===== config.mk =====
export PLATFORM = sky130hd
export DESIGN_NAME = tsh_mul
export DESIGN_NICKNAME = d
export VERILOG_FILES = /design/src/rtl/tsh_pkg.sv /design/src/rtl/tsh_mul.sv
export SDC_FILE = /design/constraint.sdc
export NUM_CORES = 2
export LEC_CHECK = 0
export CAP_MARGIN = 0
export CORE_ASPECT_RATIO = 2
export CORE_UTILIZATION = 60
export CTS_CLUSTER_DIAMETER = 50
export DETAILED_ROUTE_END_ITERATION = 16
export DONT_BUFFER_PORTS = 1
export GPL_TIMING_DRIVEN = 1
export HOLD_SLACK_MARGIN = 0.15
export PLACE_DENSITY = 0.76
export SLEW_MARGIN = 20
export SYNTH_ARGS = -nofsm -noshare
export SYNTH_HDL_FRONTEND = slang
export SYNTH_SLANG_ARGS = --single-unit

===== constraint.sdc =====
create_clock -name clk -period 14.5 [get_ports clk]
set_input_delay 2.9 -clock clk [delete_from_list [all_inputs] [get_ports clk]]
set_output_delay 2.9 -clock clk [all_outputs]
set_load 0.01 [all_outputs]

===== src/rtl/tsh_pkg.sv =====
// Shared types and constants for the transient shaper.
// No dependencies; every other file of the block imports this package.
`timescale 1ns / 1ps

package tsh_pkg;

  // Default sizes handed to the top level
  localparam int DELAY_DEPTH_DEF = 1024;
  localparam int SAMPLE_BITS_DEF = 24;

  // Configuration port
  localparam int CFG_IDX_W  = 3;
  localparam int CFG_DATA_W = 16;
  localparam int COEFF_W    = 16;
  localparam int DELAY_W    = 10;

  typedef logic [CFG_IDX_W-1:0] cfg_idx_t;

  localparam cfg_idx_t REG_FAST_COEFF     = 3'd0;
  localparam cfg_idx_t REG_SLOW_COEFF     = 3'd1;
  localparam cfg_idx_t REG_ATTACK_AMOUNT  = 3'd2;
  localparam cfg_idx_t REG_SUSTAIN_AMOUNT = 3'd3;
  localparam cfg_idx_t REG_DELAY_SAMPLES  = 3'd4;

  localparam logic [COEFF_W-1:0] FAST_COEFF_RST     = 16'd9830;
  localparam logic [COEFF_W-1:0] SLOW_COEFF_RST     = 16'd655;
  localparam logic [COEFF_W-1:0] ATTACK_AMOUNT_RST  = 16'd6144;
  localparam logic [COEFF_W-1:0] SUSTAIN_AMOUNT_RST = 16'd6144;
  localparam logic [DELAY_W-1:0] DELAY_SAMPLES_RST  = 10'd48;

  // Shared multiplier: signed A x signed B, registered product
  localparam int MUL_A_W = 17;
  localparam int MUL_B_W = 33;
  localparam int MUL_P_W = MUL_A_W + MUL_B_W;

  // Envelope ratio, unsigned Q8.16
  localparam int RATIO_W = 24;

  typedef struct packed {
    logic               done;
    logic [RATIO_W-1:0] ratio;
  } div_res_t;

endpackage


===== src/rtl/tsh_mul.sv =====
// Shared signed multiplier with a registered product.
// Depends on tsh_pkg for operand widths.
`timescale 1ns / 1ps

module tsh_mul import tsh_pkg::*; (
  input  logic                      clk,
  input  logic signed [MUL_A_W-1:0] op_a,
  input  logic signed [MUL_B_W-1:0] op_b,
  output logic signed [MUL_P_W-1:0] prod
);

  // Register every product; the sequencer picks the cycle it needs
  always_ff @(posedge clk) begin
    prod <= op_a * op_b;
  end

endmodule


# [Word level (Yosys, flattened, before mapping)]
# Cells that the tools add are included.
[totals] register_bits=50 in_bits=51 output_inout_bits=50 word_cells=2
[classes] multipliers=1
[op_table] operator="$mul 17x33->50" count=1

# [Longest topological paths before layout]
[logic_depth] word_depth=1 depth_mapped=25 mapped_depth_nobuf=24

# [Least setup slack after synthesis]
# Ideal clock, no wire load.
[synth_timing] path_type="input to register" startpoint="input port op_a[2]" endpoint="register prod[45]" t_arrival_ps=8234 required_ps=14376 slack_ps=6142 cell_stages=23 n_path_buf=1 path_cell_list="clkbuf_1 nand2_1 fa_1 inv_1 fa_1 inv_1 fa_1 inv_1 fa_1 fa_1 inv_1 fa_1 inv_1 ha_1 a21o_1 a21o_2 nor2_1 and4bb_2 a21oi_2 a31o_4 a31o_4 a21oi_2 xnor2_1"
[synth_via] elab_chain_len=1
[synth_rtl] item="start: declaration" line="tsh_mul.sv:7" rtl="input logic signed [MUL_A_W-1:0] op_a,"
[synth_rtl] item="$mul 17x33->50" line="tsh_mul.sv:14" rtl="prod <= op_a * op_b;"
[synth_rtl] item="end signal: assignment" line="tsh_mul.sv:14"
[synth_rtl] item="end: declaration" line="tsh_mul.sv:9" rtl="output logic signed [MUL_P_W-1:0] prod"
# No other way between the ends.

# [Final worst setup path]
[layout_timing] startpoint="input port op_a[16]" endpoint="register prod[48]"
# The elaborated chain is that of the path after synthesis.

==> results.ini <==
[timing]
setup-tns-final_ns = 0
rsz0062_at_grt = false
setup_viol = 0
drv_slew = 0
slew_headroom_pct = 39.4
tightest_slew_ns = 0.904
period_needed_ns = 9.19
hold_viol = 0
clock.fmax_ghz = 0.109
hold_slack_ns = 2.71
layout_worst_path_cycle_share_pct = 63.4

[cts]
cts_setup_buffers = 0
clkTransAtPathRegs_ns = 0.08
max-clock-path-buffers = 2
cts_made_buffers = 5
clk_root_buffer_cell = clkbuf_16
ctsHoldBuffers = 0
cts_resized = 0
cts_sinks = 50
h-tree-depth = 2
cts_tree = yes

[detailed_routing]
wl_per_cell_um = 21.6
drc = 0
initialDrtViolationCount = 805
drt-total-wl_um = 54200
detail-route-antenna-nets = 0
via_per_inst = 5.83
via_count = 14631
dr.pass1.iters = 5

[logic_synthesis]
synth.distinct_cells = 59
ys_ff_latch = 50
synth_edf_count = 0
ys_warn_count = 0
synthCells = 2154
avgSynthCellArea_um2 = 9.32
async_flop_share_pct = 0
ys_seq_area_share_pct = 4.98
synth_ff_type = dfxtp_1
synth.cell_area_mm2 = 0.0201
synthesis.nets = 2858

[finish]
largest_reg_flops = 50
regMostFlops = prod
fin_cells = 2510
drive_gt1_share_pct = 1.54
fillers = 2777
nNetsFinal = 2779
synthToLayoutAreaGrowth_pct = 1.81
reg.largest.list = prod x50

[critical_path]
worstSetupPathType = in -> reg
critPathMaxFanout = 27
crit_path_start = op_a[16]
critPathLaunchType = input port
critPathArrivalTime_ns = 9.41
crit_required_ns = 14.72
critPathCaptureType = register

[grt]
grt.overflow.total = 0
grtUsageTotal_pct = 34.1
first_global_vias = 17000
antenna_found_initial = 1
grt_first_pass_wirelength_um = 87200
grt_max_degree = 34

[place]
gp_congestion = 1.02
io_buffers = 0
dp_cells = 2500
hpwl_um = 43100

[die]
io_pins = 101
coreArea_mm2 = 0.0329
die_w_um = 131
dieArea_mm2 = 0.0343
fp-row-count = 94
die_h_um = 261
start_util_pct = 61.0

[flow_run]
maxCapViolCount = 0

[status]
outcome = finished, final reports clean

[hold_path]
min_from = op_b[0]
hold_class = in -> reg

## layout by cell type, fill, tap and decap left out, types with 14 or more instances in the layout
cell type	count
fa_1	536
inv_1	511
nand2_1	323
and2_1	232
ha_1	117
dfxtp_1	50
nor2_1	48
a21oi_1	43
xnor2_1	40
o21ai_0	18
a21o_1	15
nand2b_1	14
## cells by family (layout without fill, tap and decap cells)
logic type                 after synthesis  count (layout)  synth area share (%)
and+or+nand+nor                        666             666                  16.1
adders and majority gates              653             653                  60.7
buffers and inverters                  598             519                  11.2
AOI/OAI and AO/OA                      135             135                  4.72
xor gates and xnor gates                50              50                  2.18
DFF                                     50              50                  4.98
muxes                                    2               2                0.0997
other                                    0               3                     0
## critical path, stage by stage
cell      delay [ns]
clkinv_1        0.68
nor2_1          0.36
fa_1            0.48
fa_1            0.48
fa_1            0.52
fa_1            0.43
fa_1            0.49
inv_1           0.05
fa_1            0.48
inv_1           0.05
ha_1            0.34
a21oi_1         0.29
o21ai_0         0.16
a31oi_1         0.21
o21ai_0         0.24
a32o_1          0.30
a21oi_2         0.36
a21oi_1         0.21
o311ai_0        0.36
## through the flow
stage | cell area (µm²) | worst slack (ns) | utilization, %
after CTS | 20400 | 5.41 | 62.1
final | 20400 | 5.31 | 62.1
after global routing | 20400 | 5.03 | 62.1
after global placement | 20300 | 5.31 | 61.6
after detailed placement | 20300 | 5.13 | 61.6
after floorplan | 20100 | 6.14 | -
## cells in the mapped netlist (7+ instances only)
cell type  number  area share, %
a21oi_2         8           0.35
nand3_1         9           0.22
fa_1          536             53
xnor2_1        40            1.7
inv_1         511            9.6
nor2b_1         7           0.22
ha_1          117            7.3
nand2b_1       14           0.44
a21o_1         15           0.56
a21oi_1        43            1.1
and2_1        232            7.2
nor3_1         11           0.27
nor2_1         48           0.90
nand2_1       323            6.0
clkbuf_1       85            1.6
dfxtp_1        50            5.0
o21ai_0        18           0.45
o21bai_1        9           0.34
xor2_1         10           0.44
## routing by layer
metal	GRT usage, %	up-vias	wire [µm]
met3	6.93	301	3270
met2	63.3	643	29900
met1	31.6	7614	16200
met4	28.9	0	4750
met5	0	-	0
li1	-	6073	-
## cell type report
class,instances,area [µm²],area share [%]
Antenna cell,3,7.51,0.0367
Clock buffer,5,125,0.612
Clock inverter,2,15.0,0.0734
Inverter,512,1920,9.40
Multi-Input combinational cell,1506,16800,82.3
Sequential cell,50,1000,4.90
Tap cell,432,541,2.64
## final timing paths
| kind | slack (ns) | cells past startpoint | end |
|---|---|---|---|
| hold / removal | 2.71 | 1 | prod[0] |
| setup / recovery | 5.31 | 19 | prod[48] |
Power is not shown: default switching activity piles up to over one toggle a cycle in this logic, so the estimate is an artifact.
