`config.mk`:
```
export PLATFORM = sky130hd
export DESIGN_NAME = tsh_div
export DESIGN_NICKNAME = d
export VERILOG_FILES = /design/src/rtl/tsh_pkg.sv /design/src/rtl/tsh_div.sv
export SDC_FILE = /design/constraint.sdc
export NUM_CORES = 1
export LEC_CHECK = 0
export BUFFER_PORTS_ARGS = -buffer_cell sky130_fd_sc_hd__buf_2
export CORE_AREA = 2 2 199 201
export DETAILED_ROUTE_END_ITERATION = 6
export DIE_AREA = 0 0 201 203
export HOLD_SLACK_MARGIN = 0.05
export MAX_ROUTING_LAYER = met4
export PLACE_DENSITY = 0.43
export SLEW_MARGIN = 20
export SYNTH_ARGS = -nofsm -noshare
export SYNTH_HDL_FRONTEND = slang
export SYNTH_SLANG_ARGS = --single-unit
export TNS_END_PERCENT = 1
```
`constraint.sdc`:
```
create_clock -name clk -period 4.4 [get_ports clk]
set_input_delay 0.44 -clock clk [delete_from_list [all_inputs] [get_ports clk]]
set_output_delay 0.44 -clock clk [all_outputs]
set_load 0.005 [all_outputs]
```
`src/rtl/tsh_pkg.sv`:
```
// Shared types and constants for the transient shaper.
// No dependencies; every other file of the block imports this package.
`timescale 1ns / 1ps

package tsh_pkg;

  // Default sizes handed to the top level
  localparam int DELAY_DEPTH_DEF = 1024;
  localparam int SAMPLE_BITS_DEF = 24;

  // Configuration port
  localparam int CFG_IDX_W  = 3;
  localparam int CFG_DATA_W = 16;
  localparam int COEFF_W    = 16;
  localparam int DELAY_W    = 10;

  typedef logic [CFG_IDX_W-1:0] cfg_idx_t;

  localparam cfg_idx_t REG_FAST_COEFF     = 3'd0;
  localparam cfg_idx_t REG_SLOW_COEFF     = 3'd1;
  localparam cfg_idx_t REG_ATTACK_AMOUNT  = 3'd2;
  localparam cfg_idx_t REG_SUSTAIN_AMOUNT = 3'd3;
  localparam cfg_idx_t REG_DELAY_SAMPLES  = 3'd4;

  localparam logic [COEFF_W-1:0] FAST_COEFF_RST     = 16'd9830;
  localparam logic [COEFF_W-1:0] SLOW_COEFF_RST     = 16'd655;
  localparam logic [COEFF_W-1:0] ATTACK_AMOUNT_RST  = 16'd6144;
  localparam logic [COEFF_W-1:0] SUSTAIN_AMOUNT_RST = 16'd6144;
  localparam logic [DELAY_W-1:0] DELAY_SAMPLES_RST  = 10'd48;

  // Shared multiplier: signed A x signed B, registered product
  localparam int MUL_A_W = 17;
  localparam int MUL_B_W = 33;
  localparam int MUL_P_W = MUL_A_W + MUL_B_W;

  // Envelope ratio, unsigned Q8.16
  localparam int RATIO_W = 24;

  typedef struct packed {
    logic               done;
    logic [RATIO_W-1:0] ratio;
  } div_res_t;

endpackage

```
`src/rtl/tsh_div.sv`:
```
// Iterative restoring divider for the envelope ratio (fast+1)*2^16/(slow+1),
// one quotient bit per cycle, saturated to RATIO_W bits. Depends on tsh_pkg.
`timescale 1ns / 1ps

module tsh_div import tsh_pkg::*; #(
  parameter int EW = 40
) (
  input  logic          clk,
  input  logic          rst,
  input  logic          start,
  input  logic [EW-1:0] fast_env,
  input  logic [EW-1:0] slow_env,
  output div_res_t      res
);

  typedef enum logic [1:0] {DV_IDLE, DV_CHECK, DV_RUN, DV_DONE} dv_state_t;

  localparam int CNT_W = $clog2(RATIO_W);

  dv_state_t          state;
  logic               finished;
  logic [EW:0]        num;
  logic [EW:0]        den;
  logic [EW:0]        rem;
  logic [RATIO_W-1:0] nlo;
  logic [RATIO_W-1:0] quo;
  logic [CNT_W-1:0]   cnt;

  logic [EW+8:0]      den_sh;
  logic [EW:0]        trial;
  logic               fits;

  // Overflow test and one long-division step
  always_comb begin
    den_sh = {den, 8'h00};
    trial  = {rem[EW-1:0], nlo[RATIO_W-1]};
    fits   = (trial >= den);
  end

  // Sequence the division
  always_ff @(posedge clk) begin
    if (rst) begin
      state    <= DV_IDLE;
      finished <= 1'b0;
    end else begin
      finished <= 1'b0;
      unique case (state)
        DV_IDLE: begin
          if (start) begin
            num   <= (EW+1)'(fast_env) + (EW+1)'(1);
            den   <= (EW+1)'(slow_env) + (EW+1)'(1);
            state <= DV_CHECK;
          end
        end
        DV_CHECK: begin
          // Quotient of 2^24 or more saturates
          if ((EW+9)'(num) >= den_sh) begin
            quo   <= '1;
            state <= DV_DONE;
          end else begin
            rem   <= num >> 8;
            nlo   <= {num[7:0], 16'h0000};
            cnt   <= '0;
            state <= DV_RUN;
          end
        end
        DV_RUN: begin
          rem <= fits ? (trial - den) : trial;
          quo <= {quo[RATIO_W-2:0], fits};
          nlo <= {nlo[RATIO_W-2:0], 1'b0};
          cnt <= cnt + CNT_W'(1);
          if (cnt == CNT_W'(RATIO_W - 1)) begin
            state <= DV_DONE;
          end
        end
        DV_DONE: begin
          finished <= 1'b1;
          state    <= DV_IDLE;
        end
        default: state <= DV_IDLE;
      endcase
    end
  end

  assign res = '{done: finished, ratio: quo};

endmodule

```
# After elaboration in Yosys (flattened, before gate mapping)
# Index checks and enable logic that the tools add are counted.
[totals]
out_inout_bits = 25
register_bits = 178
word_cells = 43
input_bits = 83
[op_classes]
reduce_logical = 6
bitwise_logic = 1
magnitude_cmp = 2
addsub = 4
muxes = 14
n_eq_ne = 8
[ops]
columns = ["op", "count"]
rows = [
  ["$pmux W24 S2", 2],
  ["$add A40 B1 Y41 const B", 2],
  ["$mux W40", 2],
  ["$pmux W40 S2", 1],
  ["$ge A41 B49 Y1", 1],
  ["$mux W24", 2],
  ["$ge A41 B41 Y1", 1],
  ["$sub A40 B40 Y40", 1],
  ["$pmux W5 S2", 1],
  ["$reduce_and A3 Y1", 3],
  ["$ne A2 B2 Y1 const B", 4],
  ["$pmux W2 S4", 1],
  ["$add A5 B1 Y5 const B", 1],
  ["$eq A5 B5 Y1 const B", 1],
  ["$mux W5", 1],
  ["$eq A2 B2 Y1 const B", 2],
  ["$mux W2", 2],
  ["$eq A2 B1 Y1 const B", 1],
  ["$logic_not A2 Y1", 1],
  ["$mux W1", 2],
  ["$reduce_and A2 Y1", 1],
  ["$reduce_bool A2 Y1", 1],
  ["$not A1 Y1", 1],
]

# Depth between registers and ports, before layout
[depth]
depth_word = 3
mapped_depth = 14

# Worst setup path after synthesis
# No wires, ideal clock.
[synth_path]
path_type = "register to register"
start = "register state[0]"
end = "register den[0] (enable)"
setup_slack_ns = -0.221
path_buffers = 0
arrival_time_ns = 4.097
path_stages_with_launch = 5
cell_sequence = "dfxtp_1 > inv_1 > ha_1 > nand2_1 > nor2_1"
[synth_via]
elab_chain_len = 2
[synth_rtl]
columns = ["element", "line_no", "rtl"]
rows = [
  ["start: declaration", "tsh_div.sv:20", "dv_state_t state;"],
  ["start signal: assignment", "tsh_div.sv:43", "state <= DV_IDLE;"],
  ["start signal: assignment", "tsh_div.sv:52", "state <= DV_CHECK;"],
  ["start signal: assignment", "tsh_div.sv:59", "state <= DV_DONE;"],
  ["$logic_not A2 Y1", "tsh_div.sv:47", "unique case (state)"],
  ["$reduce_and A3 Y1 (no line)", "-", ""],
  ["end signal: assignment", "tsh_div.sv:51", "den <= (EW+1)'(slow_env) + (EW+1)'(1);"],
  ["end: declaration", "tsh_div.sv:23", "logic [EW:0] den;"],
]
# Every way passes these cells.
# A chain may end at the register's enable or synchronous reset.

# Final worst setup path
[layout_path]
start = "register rem[9]"
end = "register rem[35], data pin"
[layout_via]
elab_chain_len = 3
word_cells_on_any_way = 4
cone_classes = "1 x add/sub; 1 x order compare; 2 x mux"
[layout_rtl]
columns = ["element", "line_no", "rtl"]
rows = [
  ["start: declaration", "tsh_div.sv:24", "logic [EW:0] rem;"],
  ["start signal: assignment", "tsh_div.sv:61", "rem <= num >> 8;"],
  ["start signal: assignment", "tsh_div.sv:68", "rem <= fits ? (trial - den) : trial;"],
  ["$sub A40 B40 Y40 or $ge A41 B41 Y1 (tied branches)", "tsh_div.sv:68, tsh_div.sv:37", ""],
  ["$mux W40 (*)", "tsh_div.sv:68", ""],
  ["$pmux W40 S2 (*)", "tsh_div.sv:47", ""],
]
# Mark *: on every way between the ends. The rest lies on a longest branch, timed or not.

==> summary.txt <==
STA
  • Worst-margin pin slew: 0.891 ns
  • Rel. slew slack: approximately two fifths
  • Sum Neg Setup Slack: 0 ns
  • Max Slew Vio Count: 0
  • Final cycle utilization of the critical path: 80.8%
  • Hold_ws: 0.286 ns
  • PnR worst setup slack: 0.843 ns
  • Fin crit period: 3.56 ns
  • Max Fclk: 281 MHz
  • Final setup vio count: 0
  • Unrepaired setup endpoints after global routing: no
  • Clock Skew: 0.0121 ns
  • Final hold vios: 0

Yosys
  • Synth cell types: 60
  • Synth Area per Inst: a little over 10 sq um
  • Asr flop ratio synth: 0%
  • Synth Flop Type: edfxtp_1
  • Yosys synthesis warning count: 0
  • Post-Syn Area: around 11,000 sq um
  • Share of the yosys chip area belonging to registers: between 40% and 50%
  • Post-synthesis register bit count: about 160
  • Syn_nets: 1,229
  • Largest cells by area after synthesis: edfxtp_1, ha_1, xnor2_1, a21oi_1, nor2_1
  • Top-area cell type share of the netlist area: 44.6%
  • Number of flops mapped to enable cells by yosys: 159
  • Syn Inst Count: 1,064
  • Synth area leader: edfxtp_1

Global route
  • Initial antenna violation count: 0
  • First-pass GRT wire length: 43,800 um
  • GR Overflow Total: 0
  • Largest net degree at the start of global routing: 63
  • Vias in the first global route: roughly 8,000
  • GR Util All Layers: between 10 and 15%

Setup path
  • Critical Path AT: roughly 3.9 ns
  • Critical Path Source Type: flop
  • CP endpoint: rem[35]
  • Crit. End Element: flop
  • CP Cell Sequence: ha_1 -> nand4_1 -> or3_1 -> a21oi_2 -> nor4_4 -> o31ai_4 -> a31o_2 -> buf_12 -> nand4b_1 -> mux2_2 -> o211ai_2
  • Reg2reg end: rem[35]
  • Total stage count of the critical path: 11
  • Max stage delay on crit path: 0.71 ns
  • Slowest-stage cell, CP: a31o_2
  • WS Path Type: reg2reg
  • Flop2flop setup slack: 0.84 ns
  • R2R cell count: 11
  • R2R Path Start: rem[9]
  • Critical Path Source: rem[9]
  • Top delay family on crit path: compound AO/OA/AOI/OAI gates
  • Worst EP required: 4.69 ns
  • Crit Path Max Fanout: 37
  • CP Buf/Inv Count: 1

Drt
  • First-pass DRT Iterations: 4
  • Vias per cell: 4.71
  • 1st-iter DRT viols: 351
  • Post-Route WL: approximately 27,000 um
  • Antenna violation net count after detailed routing: 0
  • Routed vias: 7,973
  • WL/cell: 15.9 um
  • Drt drc: 0

Power
  • Sw Share: 37.2%
  • NetSw: 2.33 mW
  • Pwr dens: 505 nW/um^2
  • Internal: between 3 and 4 mW
  • Maximum VDD drop: between 0.0002 and 0.00025 V
  • Clock power share: 25.0%
  • Comb power frac: 39.5%
  • P_leak: 4.77 nW
  • Reg power frac: 35.5%

Floorplanning
  • Effective utilization at floorplan: between 20% and 30%
  • FP Rows: 72
  • IO Count: 108
  • Die ar.: ~41,000 sq um
  • Die width: 201 um
  • Placeable Area: between 30,000 and 40,000 sq um
  • Die Y: roughly 200 um

Final layout
  • Final non-filler cell total: 1,691
  • Layout area overhead: 16.0%
  • Final Util: 32.3%
  • Diodes inserted: 0
  • Most common cell after layout, fill and taps aside: edfxtp_1
  • NumNets Final: 1,325
  • Fraction of layout cells with a size suffix above 1: between 10% and 20%
  • Most frequent cells in the layout: edfxtp_1, buf_2, nor2_1, nand2_1, a21oi_1

Job
  • Max Cap Viol: 0

Placement
  • Placed Cells: 1,659
  • RePlAce Congestion: 0.802
  • IO Port Bufs: 107
  • HPWL Detailed: 21,200 um
  • DP Worst Slack: 0.804 ns

Clock tree
  • Clock Sinks: 162
  • CTS tree: done
  • CTS Hold Bufs: 0
  • Clk_lat worst skew: 0.45 ns
  • Clock Path Buffers: 2
  • Post-CTS sizing: 0
  • Num CTS Buffers: 17
  • Reg clk slew, reported paths: around 0.07 ns
  • H-tree levels: 4
  • Clk root buf: clkbuf_16
  • Post-CTS Setup Inserts: 0

Worst hold path
  • Path category of the worst min-delay check: in2reg

Run status
  • Status: finished clean
through the flow:
step           instance area, sq um  power, mW
2_1_floorplan                 10700       4.09
3_3_place_gp                  11800       4.77
3_5_place_dp                  11800       4.76
4_1_cts                       12400       6.37
5_1_grt                       12400       6.74
6_report                      12400       6.27
routing by layer:
metal,part of all wire [%],vias to the layer above,GRT usage [%]
met3,2.4,12,2.34
met2,48,94,22.8
met5,0,-,-
met1,49,3802,18.2
li1,-,4065,-
met4,0.90,0,3.68
synth_stat cells, types with 3 or more instances:
cell type / number
edfxtp_1: 159
nor2_1: 95
nand2_1: 92
a21oi_1: 88
ha_1: 81
xnor2_1: 73
inv_1: 62
nand3_1: 43
o21ai_0: 39
nand4_1: 38
xor2_1: 38
nand2b_1: 27
mux2i_1: 26
a21o_1: 25
clkbuf_1: 22
and3_1: 16
nor3_1: 11
mux2_2: 8
nor2b_1: 8
o21a_1: 8
buf_2: 7
buf_4: 7
nand4b_1: 7
and4_1: 6
o21bai_1: 6
a211o_1: 5
a31oi_1: 5
nor4_1: 5
o211ai_1: 5
a211oi_1: 4
and2_1: 4
and2b_1: 3
dfxtp_1: 3
nand3b_1: 3
o221ai_1: 3
cell families (layout without fill, tap and decap cells):
group                    Yosys count  after routing  share of synthesized area, %
AND/OR/NAND/NOR                  368            368                          17.1
AO/OA/AOI/OAI                    208            208                          11.9
flip-flops                       162            162                          45.2
XOR/XNOR                         111            111                          9.08
buffers and inverters             99            208                          3.87
adder cells (fa/ha/maj)           82             82                          9.65
multiplexers                      34             34                          3.27
flip-flops by register name (all words and copies together) (netlist names):
signal    count
quo          24
finished      1
cnt           5
nlo           8
den          41
rem          40
num          41
state         2
worst register-to-register path, cell delays in order, from the launching register on:
cell      delay [ns]
edfxtp_1        0.39
ha_1            0.46
nand4_1         0.17
or3_1           0.35
a21oi_2         0.16
nor4_4          0.08
o31ai_4         0.29
a31o_2          0.71
buf_12          0.30
nand4b_1        0.13
mux2_2          0.29
o211ai_2        0.06
layout make-up:
class / count / area (sq um)
clock buffer: 17 / 425
clock inverter: 15 / 180
fill: 3983 / 26000
inverter: 62 / 233
multi-input combinational: 803 / 5480
sequential: 162 / 4830
tap: 518 / 648
timing repair buffer: 114 / 613
worst min-delay path by stage:
stage | startpoint | to | slack [ns] | cells past startpoint
final | fast_env[0] | num[0] | 0.29 | 2
after global routing | fast_env[0] | num[0] | 0.27 | 2
after CTS | rst | state[1] | 0.26 | 2
after detailed placement | quo[15] | quo[16] | 0.52 | 1
after global placement | quo[4] | quo[5] | 0.51 | 1
after floorplan | rst | finished | 0.51 | 1
power by group through the flow:
stage	clock network [mW]	logic [mW]	registers, mW
after global placement	0	2.51	2.26
after CTS	1.63	2.52	2.23
after global routing	1.67	2.81	2.26
final	1.57	2.48	2.23
after detailed placement	0	2.51	2.26
after floorplan	0	1.86	2.23
(Power assumes the default switching activity.)
